==> src/dmbtc_pkg.sv <==
// Shared constants and request codes of the block tag cache engine.
`default_nettype none

package dmbtc_pkg;

  // field widths fixed by the channel formats
  localparam int BLOCK_W     = 24;
  localparam int COUNT_W     = 13;
  localparam int CFG_W       = 11;
  localparam int FIRST_W     = 10;
  localparam int FUNC_W      = 2;
  localparam int IN_TDATA_W  = 40;
  localparam int OUT_TDATA_W = 16;

  // default sizing
  localparam int MAX_SLOTS_DEF = 1024;
  localparam int MAX_RUN_DEF   = 4096;

  localparam logic [CFG_W-1:0] CFG_RESET = 11'd256;

  // request kinds
  localparam logic [FUNC_W-1:0] FUNC_LOOKUP = 2'd0;
  localparam logic [FUNC_W-1:0] FUNC_FILL   = 2'd1;
  localparam logic [FUNC_W-1:0] FUNC_FLUSH  = 2'd2;

endpackage

`default_nettype wire

==> src/dmbtc_mod.sv <==
// Bit-serial restoring remainder unit: block number modulo slot count.
`default_nettype none

module dmbtc_mod #(
  parameter int NW = 11
) (
  input  wire logic                          clk,
  input  wire logic                          rst_n,
  input  wire logic                          start_i,
  input  wire logic [dmbtc_pkg::BLOCK_W-1:0] dividend_i,
  input  wire logic [NW-1:0]                 divisor_i,
  output logic                               done_o,
  output logic [NW-1:0]                      rem_o
);

  localparam int CNT_W = $clog2(dmbtc_pkg::BLOCK_W + 1);

  logic                          busy_r, busy_nxt;
  logic                          done_r, done_nxt;
  logic [CNT_W-1:0]              cnt_r, cnt_nxt;
  logic [dmbtc_pkg::BLOCK_W-1:0] q_r, q_nxt;
  logic [NW-1:0]                 rem_r, rem_nxt;
  logic [NW-1:0]                 d_r, d_nxt;
  logic [NW:0]                   trial;

  // shift in one dividend bit, subtract the divisor where it fits
  always_comb begin
    trial    = {rem_r, q_r[dmbtc_pkg::BLOCK_W-1]};
    busy_nxt = busy_r;
    done_nxt = 1'b0;
    cnt_nxt  = cnt_r;
    q_nxt    = q_r;
    rem_nxt  = rem_r;
    d_nxt    = d_r;
    if (start_i) begin
      busy_nxt = 1'b1;
      cnt_nxt  = CNT_W'(dmbtc_pkg::BLOCK_W);
      q_nxt    = dividend_i;
      rem_nxt  = '0;
      d_nxt    = divisor_i;
    end else if (busy_r) begin
      q_nxt = {q_r[dmbtc_pkg::BLOCK_W-2:0], 1'b0};
      if (trial >= {1'b0, d_r}) begin
        rem_nxt = NW'(trial - {1'b0, d_r});
      end else begin
        rem_nxt = trial[NW-1:0];
      end
      cnt_nxt = cnt_r - 1'b1;
      if (cnt_r == CNT_W'(1)) begin
        busy_nxt = 1'b0;
        done_nxt = 1'b1;
      end
    end
  end

  always_ff @(posedge clk) begin
    if (!rst_n) begin
      busy_r <= 1'b0;
      done_r <= 1'b0;
      cnt_r  <= '0;
    end else begin
      busy_r <= busy_nxt;
      done_r <= done_nxt;
      cnt_r  <= cnt_nxt;
    end
  end

  always_ff @(posedge clk) begin
    q_r   <= q_nxt;
    rem_r <= rem_nxt;
    d_r   <= d_nxt;
  end

  assign done_o = done_r;
  assign rem_o  = rem_r;

  // partial remainder stays below a nonzero divisor
  a_rem_bound: assert property (@(posedge clk) disable iff (!rst_n)
    busy_r && (cnt_r != CNT_W'(dmbtc_pkg::BLOCK_W)) |-> rem_r < d_r)
    else $error("remainder not reduced below divisor");

  a_done_after_busy: assert property (@(posedge clk) disable iff (!rst_n)
    done_r |-> !busy_r && $past(busy_r))
    else $error("done without a division in flight");

  a_cnt_idle: assert property (@(posedge clk) disable iff (!rst_n)
    !busy_r && !start_i |=> cnt_r == $past(cnt_r))
    else $error("step counter moved while idle");

endmodule

`default_nettype wire

==> config.mk <==
export PLATFORM = sky130hd
export DESIGN_NAME = dmbtc_mod
export DESIGN_NICKNAME = d
export VERILOG_FILES = /design/src/dmbtc_pkg.sv /design/src/dmbtc_mod.sv
export SDC_FILE = /design/constraint.sdc
export NUM_CORES = 1
export LEC_CHECK = 0
export ABC_CLOCK_PERIOD_IN_PS = 3300
export BUFFER_PORTS_ARGS = -buffer_cell sky130_fd_sc_hd__buf_2
export CORE_MARGIN = 2
export CORE_UTILIZATION = 35
export DETAILED_ROUTE_END_ITERATION = 6
export GPL_TIMING_DRIVEN = 1
export SLEW_MARGIN = 15
export SYNTH_ARGS = -nofsm -noshare
export SYNTH_HDL_FRONTEND = slang
export SYNTH_SLANG_ARGS = --single-unit
==> constraint.sdc <==
create_clock -name clk -period 3.3 [get_ports clk]
set_input_delay 0.495 -clock clk [delete_from_list [all_inputs] [get_ports clk]]
set_output_delay 0.495 -clock clk [all_outputs]
set_load 0.005 [all_outputs]
**Word level (Yosys, flattened, before mapping)**

Index checks and enable logic that the tools add are counted.

- Register bits after elaboration: 53
- Input port bits: 38
- Output and inout bits: 12
- Word-level logic and storage cells: 25

- Add/sub/neg operators: 2
- Magnitude comparators: 1
- Eq/ne operators: 1
- Multiplexer cells: 9
- Bitwise logic cells: 2
- Reductions and logical operators: 3

Operator list:

| kind | number |
|---|---|
| $mux 24 | 2 |
| $ge 12x11->1 | 1 |
| $mux 11 | 1 |
| $sub 11x11->11 | 1 |
| $mux 5 | 2 |
| $eq 5x1->1 const B | 1 |
| $sub 5x1->5 const B | 1 |
| $mux 1 | 4 |
| $reduce_or 3->1 | 1 |
| $not 1->1 | 2 |
| $reduce_bool 2->1 | 1 |
| $reduce_or 2->1 | 1 |

**Longest topological paths before layout**

Gate-level depths: netlist (run 1).

- Depth in word-level cells: 4
- Depth in mapped cells: 9
- Depth with buffers taken out: 9

**Worst setup path after synthesis (run 1)**

Ideal clock, no wire load.

- Kind: register to register
- Start point: register q_r[23] (netlist bit)
- End point: register rem_r[6], in the netlist rem_o[6]
- Setup time: 88 ps
- Arrival: 2337 ps
- Setup slack: 875 ps
- Stages on the path, launching flop included: 10
- Buffers on the path: 0
- Clock period less this slack: 2425 ps
- Cell sequence: edfxtp_1 -> inv_1 -> ha_1 -> fa_1 -> nand2b_2 -> o2bb2ai_2 -> a211o_1 -> and2_4 -> or3b_1 -> a311oi_2

- Cells in the longest elaborated chain, start to end: 2
- Elaborated cells between the ends (all ways): 3
- Classes of those cells: add/sub (1); order compare (1); mux (1)

Ends and longest elaborated chain:

| item | line | RTL |
|---|---|---|
| start: declaration | dmbtc_mod.sv:21 | `logic [dmbtc_pkg::BLOCK_W-1:0] q_r, q_nxt;` |
| start signal: assignment | dmbtc_mod.sv:69 | `q_r <= q_nxt;` |
| $sub 11x11->11 / $ge 12x11->1 (equally long branches) | dmbtc_mod.sv:44, dmbtc_mod.sv:43 |  |
| $mux 11 * | dmbtc_mod.sv:43 | `if (trial >= {1'b0, d_r}) begin` |
| end signal: assignment | dmbtc_mod.sv:70 | `rem_r <= rem_nxt;` |
| end: declaration | dmbtc_mod.sv:22 | `logic [NW-1:0] rem_r, rem_nxt;` |

Mark *: on every way between the ends. The rest lies on a longest branch, timed or not.
A chain may end at the register's enable or synchronous reset.

**Worst setup path after layout (run 1)**

Same ends and word-level chain as after synthesis.

==> impl_results.md, run 1 <==
* Avg Inst Size Synth at 11.41 µm²
* Fill cells at 718
* Top cells by area, synth: edfxtp_1, dfxtp_1, mux2_2
* Post-Route WL at 5350 µm
* Gr ovfl total at 0
* Critical Path Source Type: flop
* Required @ worst endpoint at 3530 ps
* Inserted Clock Buffers at 5
* CP Class: reg2reg
* Setup_tns at 0 ps
* Largest net degree at the start of global routing at 44
* Clock sink count at 53
* GR Util All Layers at 0.1333
* Pins Over Slew Limit at 0
* Final period utilization at 0.7880
* Layout area overhead at 17.81%
* Post-synth EDFFs at 35
* CTS clk-pin slew, worst paths at 100 ps
* Via count at 1914
* Area of the multi-input gates at 1172 µm²
* Initial antenna violation count at 0
* First-pass GRT wire length at 8901 µm
* PostCTS Resize Cnt at 0
* Number of global-route vias before repair at 1855
* Critical Path, Cell by Cell: inv_1 -> ha_1 -> fa_1 -> nand2b_2 -> o2bb2ai_2 -> a211o_1 -> and2_4 -> or3b_1 -> a311oi_2
* Die W at 91.34 µm
* Hold Crit Class: in2reg
* Post-DRT Antenna Nets at 0
* Post-Syn Instances at 234
* Sequential cell area fraction in the yosys report at 0.5286
* CP arrival at 2830 ps
* Pwr Total at 0.001448 W
* Final Wtd Congestion at 0.8445
* Detailed placement HPWL at 3837 µm
* Die Area at 8343 µm²
* Largest family of logic cells by synthesized area: compound AO/OA/AOI/OAI gates
* Final Hold Viols at 0
* Crit Path Max Fanout at 6
* Number of port buffers at 49
* Compound-cell area share of the yosys netlist at 0.1167
* Tightest Pin Transition at 959.9 ps
* Asr flop ratio synth at 0
* Die Ht at 91.34 µm
* Core region area at 7331 µm²
* Synth top cells by count: edfxtp_1, mux2_2, nor2_1
* # hold bufs at CTS at 0
* RSZ-0062 raised after global routing: false
* Root Driver: clkbuf_8
* Crit path largest cell delay at 410 ps
* Antenna diode count at 0
* Clock latency on the worst-skew pair at 310 ps
* DRT Pass-1 Iters at 4
* Synth Warn # at 0
* Synthesized net count at 286
* Row count at 31
* Routed WL per cell at 13.79 µm
* Fmax at 384.5 MHz
* Max VDD drop at 0.0002352 V
* DRT iter0 DRCs at 127
* Leakage Power at 1.304 nW
* IO Count at 50
* Top FF cell, synth: edfxtp_1
* Mapped cell area at 2670 µm²
* Status: complete, no violations
* CTS tree: yes
* Final setup viols at 0
* Reg area at 1411 µm²
* #FFs+latches synth at 53
* Cell with the most instances after synthesis: edfxtp_1
* # Post-CTS Setup Buffers at 0
* Pwr Density at 460.3 nW/µm²
* DRC Markers at 0
* Leading area contributor after synthesis: edfxtp_1
* Final-stage net count at 340
* Starting Density at 0.3642
* Slowest-stage cell, CP: fa_1
* Post-route minimum period at 2601 ps
* Max-Cap Viols at 0
* CTS H-tree depth at 2
* Skew final at 8.686 ps
* Layout cells sized above 1 at 0.3010
* Max-slew headroom at 0.3594
* Post-Synth Simple-Gate Area at 0.1157
* CTS max path bufs at 2
* Yosys cell types at 45
* Multiplexer area fraction after synthesis at 0.1120
* Area share of the leading cell type in the synthesized netlist at 0.3936
* Adder-Cell Fraction of Synth Area at 0.06842
* Vias per inst at 4.933
* CP Capture Type: flop
* Synth Area in XOR/XNOR at 0.02624
* Post-Route Utilization at 0.4291
flip-flops by register name, summed over array words and instances (netlist names):
name / cells
busy_r: 1
cnt_r: 5
d_r: 11
done_o: 1
q_r: 24
rem_o: 11
worst max-delay path: cells and delay by family, from the launching register on:
family                   cells  cell delay, ps
AND/OR/NAND/NOR              3             780
AO/OA/AOI/OAI                3             700
adder cells (fa/ha/maj)      2             630
flip-flops                   1             360
buffers and inverters        1              50
stage by stage:
stage	setup WS [ps]	hold slack, ps	instances	area [µm²]
2_1_floorplan	874.8	468.5	234	2670
3_3_place_gp	807.3	489.1	380	3039
4_1_cts	688.7	342.7	388	3146
3_5_place_dp	711.4	494.9	380	3039
6_report	699.4	356.4	388	3146
5_1_grt	534.5	339.9	388	3146
cells by family (layout without fill, tap and decap cells):
| group | after synthesis | after routing |
|---|---|---|
| flip-flops | 53 | 53 |
| adder cells (fa/ha/maj) | 14 | 14 |
| AO/OA/AOI/OAI | 47 | 47 |
| buffers and inverters | 23 | 78 |
| AND/OR/NAND/NOR | 62 | 62 |
| multiplexers | 27 | 27 |
| XOR/XNOR | 8 | 8 |
final timing paths:
check / depth (start not counted) / slack (ps) / start / end
setup / recovery: 9 / 700 / q_r[23] / rem_o[6]
hold / removal: 1 / 360 / divisor_i[1] / d_r[1]
setup reg to reg: 9 / 700 / q_r[23] / rem_o[6]
hold reg to reg: 2 / 510 / rem_o[9] / rem_o[9]
per-layer routing:
| layer | up-vias | part of all wire | GRT usage |
|---|---|---|---|
| met1 | 889 | 0.45 | 0.1665 |
| met4 | 0 | 0.019 | 0.04924 |
| met5 | - | 0 | 0 |
| met3 | 10 | 0.053 | 0.03568 |
| met2 | 61 | 0.47 | 0.2210 |
| li1 | 954 | - | - |
placed cells by master, fill, tap and decap left out, types with 2 or more instances in the layout:
cell type / synthesis / layout
a211oi_1: 2 / 2
a21oi_1: 13 / 13
buf_2: 0 / 49
buf_4: 0 / 2
clkbuf_8: 0 / 5
dfxtp_1: 18 / 18
edfxtp_1: 35 / 35
ha_1: 13 / 13
inv_1: 19 / 19
mux2_2: 23 / 23
mux2i_1: 4 / 4
nand2_1: 17 / 17
nand2b_1: 4 / 4
nand4_1: 2 / 2
nor2_1: 20 / 20
nor2b_1: 3 / 3
nor3_1: 5 / 5
o211ai_1: 2 / 2
o21a_1: 3 / 3
o21ai_0: 13 / 13
o22ai_1: 2 / 2
or3_1: 2 / 2
xnor2_1: 4 / 4
xor2_1: 4 / 4
cell type report:
| type | count | area share |
|---|---|---|
| sequential | 53 | 0.4487 |
| multi-input combinational | 158 | 0.3727 |
| timing repair buffer | 51 | 0.08274 |
| tap | 99 | 0.03938 |
| clock buffer | 6 | 0.02307 |
| inverter | 19 | 0.02267 |
| clock inverter | 2 | 0.01074 |
power by group:
part | switching (W) | total [W] | internal (W)
logic | 0.000112 | 0.000216 | 0.000104
registers | 0.0000241 | 0.000793 | 0.000769
clock network | 0.000215 | 0.000439 | 0.000224
Power figures use the tool's default switching activity.
==> run 2: changes to the inputs <==
- ABC_CLOCK_PERIOD_IN_PS: 3300 -> 2500
- clock period: 3.3 -> 2.5 ns (I/O delays scaled with it)
==> run 2 against run 1 <==
Effect of this change:
- sequential power grew 32%
- clock skew shrank 2.0 ps
- critical endpoint unchanged
- setup slack lost 640 ps
- critical path depth shrank 1
- flip-flop and latch count is the same
- cell count grew 2.1%
- routed wire length grew 2.8%
- die area is the same
- final area grew 2.8%
- total power grew 29%
- utilization grew 1.2 points
- critical path type unchanged
==> impl_results.md, run 2 (synthesized netlist as in run 1, its figures left out) <==
* Slowest-stage cell, CP: edfxtp_1
* Largest net degree at the start of global routing at 31
* CTS H-tree depth at 2
* Clock latency on the worst-skew pair at 310 ps
* Pwr Total at 0.001875 W
* Post-Layout Cell Count at 396
* Biggest register: q_r
* CTS tree: yes
* Pwr Density at 579.7 nW/µm²
* Max-Cap Viols at 0
* Gr ovfl total at 0
* Most frequent cells in the layout: buf_2, edfxtp_1, mux2_2, nor2_1, inv_1
* Crit path largest cell delay at 430 ps
* First-pass GRT wire length at 9211 µm
* Final Wtd Congestion at 0.9113
* Number of global-route vias before repair at 1932
* Vias per inst at 4.967
* IO Count at 50
* Layout area overhead at 21.13%
* Placed insts at 385
* CP Class: reg2reg
* Final Hold Viols at 0
* RSZ-0062 raised after global routing: true
* Root Driver: clkbuf_8
* Starting Density at 0.3642
* Initial antenna violation count at 0
* DRT Pass-1 Iters at 4
* # hold bufs at CTS at 0
* CTS clk-pin slew, worst paths at 100 ps
* GR Util All Layers at 0.1392
* Skew final at 6.642 ps
* Layout cells sized above 1 at 0.3367
* Post-route minimum period at 2441 ps
* Core region area at 7331 µm²
* CP Capture Type: flop
* Clock sink count at 53
* Crit Path Max Fanout at 3
* DRT iter0 DRCs at 59
* Antenna diode count at 0
* Die W at 91.34 µm
* Setup_tns at 0 ps
* Critical Path Source Type: flop
* Final-stage net count at 348
* Final period utilization at 0.9764
* Number of flip-flops in the largest register at 24
* Pins Over Slew Limit at 0
* Die Ht at 91.34 µm
* Max VDD drop at 0.0002970 V
* Inserted Clock Buffers at 5
* Status: complete, no violations
* Leakage Power at 1.349 nW
* Detailed placement HPWL at 3976 µm
* Tightest Pin Transition at 630.1 ps
* Hold Crit Class: in2reg
* Number of port buffers at 49
* Routed WL per cell at 13.89 µm
* Final instance area at 3234 µm²
* Fmax at 409.7 MHz
* DRC Markers at 0
* Final setup viols at 0
* Required @ worst endpoint at 2730 ps
* Most common cell after layout, fill and taps aside: buf_2
* Die Area at 8343 µm²
* CTS max path bufs at 2
* Post-DRT Antenna Nets at 0
* Max-slew headroom at 0.5799
* Post-Route WL at 5502 µm
* CP arrival at 2670 ps
* Via count at 1967
* Critical Path, Cell by Cell: ha_4 -> fa_2 -> nand2b_4 -> o2bb2ai_4 -> a211o_1 -> and2_4 -> or3b_1 -> a311oi_2
* Row count at 31
* Cell Area, Placed at 3077 µm²
## run 2: path summary, 6_finish.rpt
check,startpoint,end,slack (ps),depth (start not counted)
worst min register to register,cnt_r[1],cnt_r[1],510,2
worst max-delay path,d_r[0],rem_o[6],60,8
worst max register to register,d_r[0],rem_o[6],60,8
worst min-delay path,divisor_i[10],d_r[10],230,1
## run 2: where the power goes
| group | switching [W] | internal (W) |
|---|---|---|
| logic | 0.000156 | 0.000157 |
| clock network | 0.000310 | 0.000205 |
| registers | 0.0000322 | 0.00101 |
| total | 0.000498 | 0.00138 |
## run 2: metrics by stage
step                      setup slack [ps]  utilization  hold WS [ps]
after floorplan                      74.85            -         468.5
after global placement               89.73       0.4197         486.7
after detailed placement             48.69       0.4197         490.5
after CTS                            29.16       0.4327         216.7
after global routing                -18.89       0.4412         208.4
final                                59.03       0.4412         233.9
## run 2: area by class of cell
type                       instances  area [µm²]
fill                             724        4096
sequential                        53        1411
multi-input combinational        158        1209
timing repair buffer              59       324.1
tap                               99       123.9
inverter                          19       71.32
clock buffer                       5       68.82
clock inverter                     3       26.28
## run 2: timing repair
action / CTS / global route
setup endpoints to repair: 0 / 8
setup buffers: 0 / 3
resized for setup: 0 / 7
## run 2: metal layers
layer	vias to the layer above	global-route usage	routed length [µm]
met4	0	0.04545	90
met1	929	0.1762	2494
met2	48	0.2265	2648
li1	977	-	-
met3	13	0.04315	268
met5	-	0	0
## run 2: critical path, delay by kind of cell, from the launching register on
family / cells / cell delay (ps)
AND/OR/NAND/NOR: 3 / 650
flip-flops: 1 / 430
AO/OA/AOI/OAI: 3 / 710
adder cells (fa/ha/maj): 2 / 570
==> run 3: changes to the inputs <==
- ABC_AREA: unset -> 1
==> run 3 against run 2 <==
Effect of this change:
- global-route usage increased by 1.3 points
- area after synthesis is 11% higher
- first-iteration DRC count up 54%
- register-to-register slack improved by 340 ps
- largest power group unchanged
- count of clock-buffer cells in the layout up 1
==> impl_results.md, run 3 <==
* Sequential cell area fraction in the yosys report at 0.4755
* Final setup viols at 0
* Row count at 33
* Most common cell after layout, fill and taps aside: nand2_1
* Final-stage net count at 477
* GR Util All Layers at 0.1521
* # hold bufs at CTS at 0
* CP Class: reg2reg
* Asr flop ratio synth at 0
* Synthesized net count at 425
* Leakage Power at 1.769 nW
* Die Area at 9232 µm²
* Top cells by area, synth: edfxtp_1, nand2_1, dfxtp_1
* DRT Pass-1 Iters at 4
* CTS clk-pin slew, worst paths at 100 ps
* Number of global-route vias before repair at 2347
* Pwr Total at 0.001798 W
* DRC Markers at 0
* Detailed placement HPWL at 4673 µm
* Largest net degree at the start of global routing at 33
* Clock latency on the worst-skew pair at 320 ps
* Post-synth EDFFs at 35
* Most frequent cells in the layout: nand2_1, inv_1, buf_2, edfxtp_1, nand3_1
* CTS H-tree depth at 2
* Post-DRT Antenna Nets at 0
* Mapped cell area at 2968 µm²
* Die W at 96.09 µm
* Pins Over Slew Limit at 0
* Die Ht at 96.09 µm
* Core region area at 8217 µm²
* Max-slew headroom at 0.7336
* CTS max path bufs at 2
* Required @ worst endpoint at 2700 ps
* Status: complete, no violations
* Root Driver: clkbuf_8
* IO Count at 50
* Post-Syn Instances at 373
* Fill cells at 861
* Avg Inst Size Synth at 7.957 µm²
* RSZ-0062 raised after global routing: false
* Crit Path Max Fanout at 11
* #FFs+latches synth at 53
* Final Hold Viols at 0
* Number of flip-flops in the largest register at 24
* CP arrival at 2300 ps
* Antenna diode count at 0
* Final Wtd Congestion at 0.9754
* Hold Crit Class: in2reg
* Max-Cap Viols at 0
* PostCTS Resize Cnt at 0
* Gr ovfl total at 0
* Fmax at 475.9 MHz
* DRT iter0 DRCs at 91
* Leading area contributor after synthesis: edfxtp_1
* Starting Density at 0.3612
* CTS tree: yes
* Number of port buffers at 49
* Final period utilization at 0.8404
* Post-route minimum period at 2101 ps
* Layout cells sized above 1 at 0.1972
* Post-Route WL at 6503 µm
* First-pass GRT wire length at 10690 µm
* Yosys cell types at 31
* Clock sink count at 53
* Critical Path Source Type: flop
* CP Capture Type: flop
* # Post-CTS Setup Buffers at 0
* Inserted Clock Buffers at 5
* Cell with the most instances after synthesis: nand2_1
* Synth Warn # at 0
* Area share of the leading cell type in the synthesized netlist at 0.3541
* Tightest Pin Transition at 399.6 ps
* Routed WL per cell at 12.25 µm
* Hold Slack at 229.3 ps
* Biggest register: q_r
* Setup_tns at 0 ps
* Max VDD drop at 0.0002659 V
* Layout area overhead at 14.84%
* Synth top cells by count: nand2_1, inv_1, edfxtp_1
* Pwr Density at 527.5 nW/µm²
* Initial antenna violation count at 0
* Top FF cell, synth: edfxtp_1
* Skew final at 7.633 ps
* Via count at 2445
* Vias per inst at 4.605
-- run 3: changes by cell type after synthesis, sizes merged, moves of 5 or more --
cell / change
inv: +42
o21ai: -9
nand3: +29
nor3: -5
nand2: +134
nand2b: -5
mux2: -23
buf: +5
a21oi: -9
nand4: +12
-- run 3: per-stage QoR --
stage / util / cell area (µm²) / cells / worst slack [ps]
after detailed placement: 0.4040 / 3319 / 523 / 424.2
after CTS: 0.4148 / 3408 / 531 / 398.3
after global routing: 0.4148 / 3408 / 531 / 163.1
after global placement: 0.4040 / 3319 / 523 / 482.7
after floorplan: - / 2968 / 373 / 648.2
final: 0.4148 / 3408 / 531 / 398.9
-- run 3: report_power, final --
part / total [W] / internal [W] / switching, W
clock: 0.000506 / 0.000200 / 0.000306
combinational: 0.000261 / 0.0000982 / 0.000163
sequential: 0.00103 / 0.00101 / 0.0000226
-- run 3: worst max-delay path, stage by stage, from the launching register on --
cell      delay, ps
edfxtp_1        330
inv_1            50
ha_1            220
fa_1            400
inv_1           110
nand2_1          60
nand2_1         100
nand2_2          70
nand2_1          80
nand2_2          60
nand3_2         260
nand2_1          90
nand3_1          70
o21ai_0          80
-- run 3: cell families after synthesis --
logic type	share of synthesized area
adders and majority gates	0.06155
xor gates and xnor gates	0.01180
and+or+nand+nor	0.3196
buffers and inverters	0.1046
AOI/OAI and AO/OA	0.02698
DFF	0.4756
-- run 3: final timing paths --
path | endpoint | depth (start not counted) | startpoint | slack [ps]
hold reg to reg | cnt_r[4] | 2 | cnt_r[4] | 480
hold / removal | d_r[1] | 1 | divisor_i[1] | 230
setup reg to reg | rem_o[0] | 13 | q_r[23] | 400
setup / recovery | rem_o[0] | 13 | q_r[23] | 400
-- run 3: area by class of cell --
class | count | area, µm² | share of cell area
timing repair buffer | 56 | 297.8 | 0.08737
clock buffer | 6 | 72.57 | 0.02129
inverter | 62 | 232.7 | 0.06828
tap | 105 | 131.4 | 0.03855
clock inverter | 2 | 16.27 | 0.004772
sequential | 53 | 1411 | 0.4141
multi-input combinational | 247 | 1246 | 0.3656
-- run 3: per-layer routing --
| layer | part of all wire | up-vias | track usage |
|---|---|---|---|
| met2 | 0.45 | 61 | 0.2413 |
| met5 | 0 | - | 0 |
| met4 | 0.014 | 0 | 0.05000 |
| li1 | - | 1278 | - |
| met3 | 0.067 | 10 | 0.04229 |
| met1 | 0.47 | 1096 | 0.2000 |
